File: src/rtl/kagi_pkg.sv
package kagi_pkg;

    localparam int PRICE_W          = 48;
    localparam int STAMP_W          = 63;
    localparam int HELD_W           = 9;
    localparam int WINDOW_LINES_DEF = 256;

    // apb register map: a single 48-bit register in the lower 8-byte slot
    localparam int APB_DATA_W = 64;
    localparam int APB_ADDR_W = 4;
    localparam logic REG_REVERSAL = 1'b0;

    localparam logic [PRICE_W-1:0] REVERSAL_RESET = 48'd16777216;

    // request codes
    localparam logic REQ_PRICE = 1'b0;
    localparam logic REQ_CLEAR = 1'b1;

    typedef logic [PRICE_W-1:0] t_price;
    typedef logic [STAMP_W-1:0] t_stamp;
    typedef logic [HELD_W-1:0]  t_held;

    // sequencer to window store
    typedef struct packed {
        logic   clear;
        logic   push;
        t_price lo;
        t_price hi;
    } t_win_cmd;

    // window store back to sequencer
    typedef struct packed {
        logic   done;
        t_price wlo;
        t_price whi;
        t_held  held;
    } t_win_stat;

endpackage

File: src/rtl/kagi_cfg.sv
module kagi_cfg (
    input  logic                            i_clk,
    input  logic                            i_rst_n,
    input  logic                            psel,
    input  logic                            penable,
    input  logic                            pwrite,
    input  logic [kagi_pkg::APB_ADDR_W-1:0] paddr,
    input  logic [kagi_pkg::APB_DATA_W-1:0] pwdata,
    output logic [kagi_pkg::APB_DATA_W-1:0] prdata,
    output logic                            pready,
    output logic [kagi_pkg::PRICE_W-1:0]    o_reversal
);
    import kagi_pkg::*;

    t_price r_reversal;
    logic   wr_en;
    logic   sel_rev;

    assign pready  = 1'b1;
    assign sel_rev = (paddr[APB_ADDR_W-1] == REG_REVERSAL);
    assign wr_en   = psel && penable && pwrite && sel_rev && (pwdata[PRICE_W-1:0] != '0);

    // reversal amount, a zero write keeps the old value
    always_ff @(posedge i_clk) begin
        if (!i_rst_n) begin
            r_reversal <= REVERSAL_RESET;
        end else if (wr_en) begin
            r_reversal <= pwdata[PRICE_W-1:0];
        end
    end

    // read back
    always_comb begin
        prdata = '0;
        if (sel_rev) begin
            prdata = APB_DATA_W'(r_reversal);
        end
    end

    assign o_reversal = r_reversal;

endmodule

File: config.mk
export PLATFORM = sky130hd
export DESIGN_NAME = kagi_cfg
export DESIGN_NICKNAME = d
export VERILOG_FILES = /design/src/rtl/kagi_pkg.sv /design/src/rtl/kagi_cfg.sv
export SDC_FILE = /design/constraint.sdc
export NUM_CORES = 1
export LEC_CHECK = 0
export BUFFER_PORTS_ARGS = -buffer_cell sky130_fd_sc_hd__buf_2
export CAP_MARGIN = 20
export CORE_MARGIN = 10
export CORE_UTILIZATION = 25
export DETAILED_ROUTE_END_ITERATION = 8
export PLACE_DENSITY_LB_ADDON = 0.25
export SYNTH_ARGS = -nofsm -noshare
export SYNTH_HDL_FRONTEND = slang
export SYNTH_SLANG_ARGS = --single-unit
File: constraint.sdc
create_clock -name i_clk -period 2.6 [get_ports i_clk]
set_clock_uncertainty 0.1 [all_clocks]
set_input_delay 0.13 -clock i_clk [delete_from_list [all_inputs] [get_ports i_clk]]
set_output_delay 0.13 -clock i_clk [all_outputs]
set_load 0.005 [all_outputs]
==> summary.md, run 1 <==
• 12.1% — Global Route Usage Sum
• 36 — Std-Cell Rows
• 1.63 mW — Total Power Consumption
• 0.194 mV — largest vdd supply drop
• 2.74 ns — data required time of the worst path
• 0.09 ns — clock transition at the registers of the reported paths
• 0.450 GHz — upper clock frequency limit
• 0 ns — Total Negative Setup Slacks
• 1.78 ns — register-to-register setup slack
• nor2b_1 — top-count cell post-synth
• 0.00134 sq mm — multi-input combinational cell area
• 0.0142 sq mm — Die ar.
• 0.574 ns — post-placement worst setup slack
• dfxtp_1 — dominant register cell in the synthesized netlist
• 2 — number of H-tree levels
• 2.22 ns — final worst path period need
• 8880 microns — final WL
• 149 — port buffer count
• 39.1% — share of Yosys cell area claimed by the top area cell type
• 14300 microns — wire length of the first global-routing pass
• 85.5% — ratio of final minimum period to clock period
• in2reg — worst min path class
• 4 — first-pass iteration count of the detailed router
• o_reversal[0]$_SDFFE_PN0P_ — critical register-to-register path endpoint
• 9.86 sq um — Post-Synthesis Mean Instance Area
• 0 — EDFF count, synth
• 119 microns — floorplan die width
• 119 microns — Die Height
• 0 — antenna violations before repair
• 2679 — vias in the first global route
• 39.1% — sequential cell area fraction in the yosys report
• 2.37 ns — data arrival time of the worst path
• 497 — net total in the final layout
• 0 — antenna diode count
• 437 mW/mm^2 — total power density per cell area
• pwdata[40] — launch point of the worst hold path
• 25.4% — starting utilization of the core area
• 557 — Layout Cells excl Fill
• dfxtp_1 39%, o211a_1 19%, a21o_1 14% — top cells by area, synth
• 50 x nor2b_1, 48 x dfxtp_1, 47 x a21o_1, 47 x o211a_1, 18 x buf_4 — list of most frequent post-synthesis cells
• 0% — ys async rst share
• false — setup repair after global routing missed its margin
• 0.00246 sq mm — area of the mapped netlist
• 0 — max-slew violation count
• 0 — Post-route DRC
• clkbuf_8 — clock tree root buffer cell
• 0.30 ns — clock latency of the later-clocked register in the worst-skew pair
• finished clean — run status
• flop — type of destination of the critical path
• 32 — hold buffers post-CTS
• 0 — post-CTS repair timing setup buffer count
• 2 — worst-case reg-to-reg path depth
• 517 — cell count after placement
• 0 — Max Cap Viol
• 6780 microns — dpl hpwl
• in2reg — worst setup path class
• o_reversal[0]$_SDFFE_PN0P_ — Reg-to-Reg Start
• 0 — overflow left after global routing
• 2 — buffers from clock root to sink, at most
• 4.58 — Avg Vias per Cell
• 48 — number of sinks driven by the clock tree
• 992 — count of filler cells inserted in the layout
• 2.55 nW — leakage
• built — TritonCTS clock tree
• 0 — cts repair resizes
• 14 — number of unique standard cell types used by synthesis
• 0.00968 sq mm — area of the placeable core
• 17 — CP Max Fanout
• 249 — Syn Inst Count
• 49 — largest net degree at the start of global routing
• dfxtp_1 — cell type with the highest aggregate area in the netlist
• 0.378 ns — worst setup margin
• 48 — number of flip-flops under the largest register name
• 0 — final hold violation count
• 39.2% — share of post-route cells with drive strength above 1
• 186 — io pins
• 48 — number of register bits inferred by synthesis
• 0 — Antenna Violating Nets Remaining
• 0.705 — final estimated routing congestion in global placement
• 2550 — routed vias
• o_reversal[40]$_SDFFE_PN0P_ — Worst Hold Path EP
• 2 — hold depth
• input pin — Critical Path Start Type
• 961 sq um — Reg area
• 5 — number of buffers created by CTS
• 0 — final setup violating endpoints
• 15.9 microns — wire length per cell after detailed routing
• 51.8% — P&R area growth vs syn
• 0 — yosys warns
• 86 — Starting DRT DRC Count
## layout by cell type (no fill, tap or decap)
cell type      count
and4b_2            1
nand4_1            3
dlygate4sd3_1     33
clkbuf_8           5
conb_1            17
nor4_1            12
mux2i_1            1
buf_4              8
a21o_1            47
o211a_1           47
nor2b_1           50
bufinv_16          2
o31ai_4            1
dfxtp_1           48
buf_2            149
## power by group
group	internal (mW)	total, mW	switching [mW]
combinational	0.118	0.230	0.112
sequential	0.750	0.762	0.0111
clock	0.379	0.636	0.257
## through the flow
step	utilization (%)	area, sq um	hold WS, ns
3_5_place_dp	33.8	3270	0.306
2_1_floorplan	-	2510	0.186
5_1_grt	38.5	3730	0.000683
6_report	38.5	3730	0.00948
3_3_place_gp	33.8	3270	0.302
4_1_cts	38.4	3720	0.000825
## layer usage
metal / GRT usage (%) / part of all wire, % / vias up
li1: - / - / 1225
met1: 14.4 / 44 / 1187
met2: 19.3 / 44 / 130
met3: 6.05 / 11 / 8
met4: 2.29 / 0.72 / 0
met5: 0 / 0 / -
## logic make-up after synthesis
group / Yosys count / share of synthesized area, %
AO/OA/AOI/OAI: 95 / 34.0
AND/OR/NAND/NOR: 66 / 17.0
flip-flops: 48 / 39.1
buffers and inverters: 37 / 9.17
other: 2 / 0.306
multiplexers: 1 / 0.408
## final cells by class
cell class                 instances  area share [%]
tap                              133            4.46
sequential                        48            25.8
clock inverter                     2            1.61
timing repair buffer             190            30.5
clock buffer                       5            1.85
multi-input combinational        179            35.8
## worst max-delay path, cell delays in order
cell	delay [ns]
dlygate4sd3_1	0.53
buf_2	0.14
nor4_1	0.38
buf_4	0.19
nand4_1	0.14
o31ai_4	0.38
buf_4	0.31
o211a_1	0.16
## worst max path at each step
stage	from	endpoint	depth (start not counted)
global placement	pwdata[28]	o_reversal[24]$_SDFFE_PN1P_	7
finish	pwdata[29]	o_reversal[41]$_SDFFE_PN0P_	8
detailed placement	pwdata[28]	o_reversal[41]$_SDFFE_PN0P_	7
global route	pwdata[12]	o_reversal[34]$_SDFFE_PN0P_	7
floorplan	pwdata[3]	o_reversal[10]$_SDFFE_PN0P_	6
CTS	pwdata[29]	o_reversal[41]$_SDFFE_PN0P_	8
No activity file was read; power rests on OpenSTA's default activity.
==> run 2, diff against run 1 <==
Settings changed: PLACE_DENSITY set to 0.56, PLACE_DENSITY_LB_ADDON 0.25 to unset.
==> run 2 against run 1 <==
Effect of this change: sequential share of layout area is 0.82 points higher; highest routed layer unchanged; count of clock-buffer cells in the layout stayed put; final cell count is 1.4% lower; worst hold slack worse by 0.0017 ns; final area is 3.1% lower; critical path depth is 1 lower; critical path type unchanged.
==> summary.md, run 2 (same netlist as run 1, synthesis figures left out) <==
• 0 — Max Cap Viol
• 8530 microns — final WL
• 38.9% — share of post-route cells with drive strength above 1
• 48 — number of sinks driven by the clock tree
• 55.9% — tightest slew margin relative to the limit
• 2.72 ns — data required time of the worst path
• 386 mW/mm^2 — total power density per cell area
• 0.00361 sq mm — final instance area
• 0.00325 sq mm — post-detailed-placement cell area
• 4.45 — Avg Vias per Cell
• 2.17 ns — final worst path period need
• 2.30 ns — data arrival time of the worst path
• 2 — number of H-tree levels
• buffers and inverters — category of cells accounting for the largest share of critical-path delay
• 149 x buf_2, 50 x nor2b_1, 48 x dfxtp_1, 47 x a21o_1, 47 x o211a_1 — commonest non-fill, non-tap cells in the layout
• 0.661 ns — slew of the pin with the lowest slew margin
• 4 — first-pass iteration count of the detailed router
• clkbuf_8 — clock tree root buffer cell
• 1.39 mW — Total Power Consumption
• 5 — number of buffers created by CTS
• 2.50 nW — leakage
• 119 microns — Die Height
• 149 — port buffer count
• 6480 microns — dpl hpwl
• finished clean — run status
• 0 — antenna violations before repair
• in2reg — worst min path class
• 3 — crit path buf inv count
• 0.00968 sq mm — area of the placeable core
• buf_2 — most common library cell in the layout ignoring fill and taps
• flop — type of destination of the critical path
• 0 — Post-route DRC
• 0 — overflow left after global routing
• 15.5 microns — wire length per cell after detailed routing
• input pin — Critical Path Start Type
• 1006 — count of filler cells inserted in the layout
• 36 — Std-Cell Rows
• 0.29 ns — clock latency of the later-clocked register in the worst-skew pair
• 0 — final setup violating endpoints
• 2 — buffers from clock root to sink, at most
• 549 — Layout Cells excl Fill
• 0 — post-CTS repair timing setup buffer count
• 0.715 — final estimated routing congestion in global placement
• dlygate4sd3_1 > buf_2 > nor4_1 > nand4_1 > o31ai_4 > buf_4 > mux2i_1 — Cell Chain, Critical Path
• 0.0142 sq mm — Die ar.
• 119 microns — floorplan die width
• dlygate4sd3_1 — slowest cell on the critical path
• 0 — final hold violation count
• in2reg — worst setup path class
• 186 — io pins
• 25.4% — starting utilization of the core area
• 2443 — routed vias
• 25 — CP Max Fanout
• 49 — largest net degree at the start of global routing
• 122 — Starting DRT DRC Count
• 0 ns — Total Negative Setup Slacks
• 491 — net total in the final layout
• 13700 microns — wire length of the first global-routing pass
• 11.5% — Global Route Usage Sum
• 0 — Antenna Violating Nets Remaining
• 83.6% — ratio of final minimum period to clock period
• 0 — max-slew violation count
• 0.460 GHz — upper clock frequency limit
• 0.09 ns — clock transition at the registers of the reported paths
• 0.00775 ns — worst hold margin
• 0 — antenna diode count
• built — TritonCTS clock tree
• 515 — cell count after placement
• 0.198 mV — largest vdd supply drop
• 2544 — vias in the first global route
• 0.54 ns — peak per-stage delay on the critical path
• false — setup repair after global routing missed its margin
• 47.1% — P&R area growth vs syn
• 48 — number of flip-flops under the largest register name
## run 2: power by group
part	total, mW	switching, mW	internal (mW)
Combinational	0.222	0.108	0.113
Clock	0.412	0.238	0.174
Sequential	0.761	0.0107	0.750
## run 2: final cells by class
type / instances / area (sq um) / area share, %
tap: 133 / 166 / 4.61
clock buffer: 5 / 68.8 / 1.90
multi-input combinational: 179 / 1340 / 37.0
timing repair buffer: 184 / 1080 / 29.9
sequential: 48 / 961 / 26.6
## run 2: metrics by stage
step / utilization (%) / worst slack (ns)
after floorplan: - / 1.20
after global placement: 33.6 / 0.531
after detailed placement: 33.6 / 0.513
after CTS: 37.2 / 0.355
after global routing: 37.3 / 0.248
final: 37.3 / 0.426
## run 2: repair_timing
action	4_1_cts	5_1_grt
hold endpoints to repair	28	1
hold buffers	28	1
gates resized for setup	0	0
## run 2: final timing paths
path	cells after the start	to	slack, ns	from
max	7	o_reversal[24]$_SDFFE_PN1P_	0.43	pwdata[11]
min	2	o_reversal[3]$_SDFFE_PN0P_	0.008	pwdata[3]
max reg2reg	2	o_reversal[17]$_SDFFE_PN0P_	1.79	o_reversal[17]$_SDFFE_PN0P_
min reg2reg	2	o_reversal[24]$_SDFFE_PN1P_	0.46	o_reversal[24]$_SDFFE_PN1P_
## run 2: per-layer routing
layer  part of all wire [%]  global-route usage [%]  routed length, microns  vias up
met5                      0                       0                       0        -
met4                   0.49                    2.06                      42        0
met3                     11                    5.43                     903        6
met2                     46                    18.7                    3960      114
met1                     42                    13.7                    3620     1117
li1                       -                       -                       -     1206
## run 2: worst register-to-register path, delay by kind of cell, from the launching register on
family,cells,cell delay [ns]
AO/OA/AOI/OAI,2,0.28
flip-flops,1,0.33
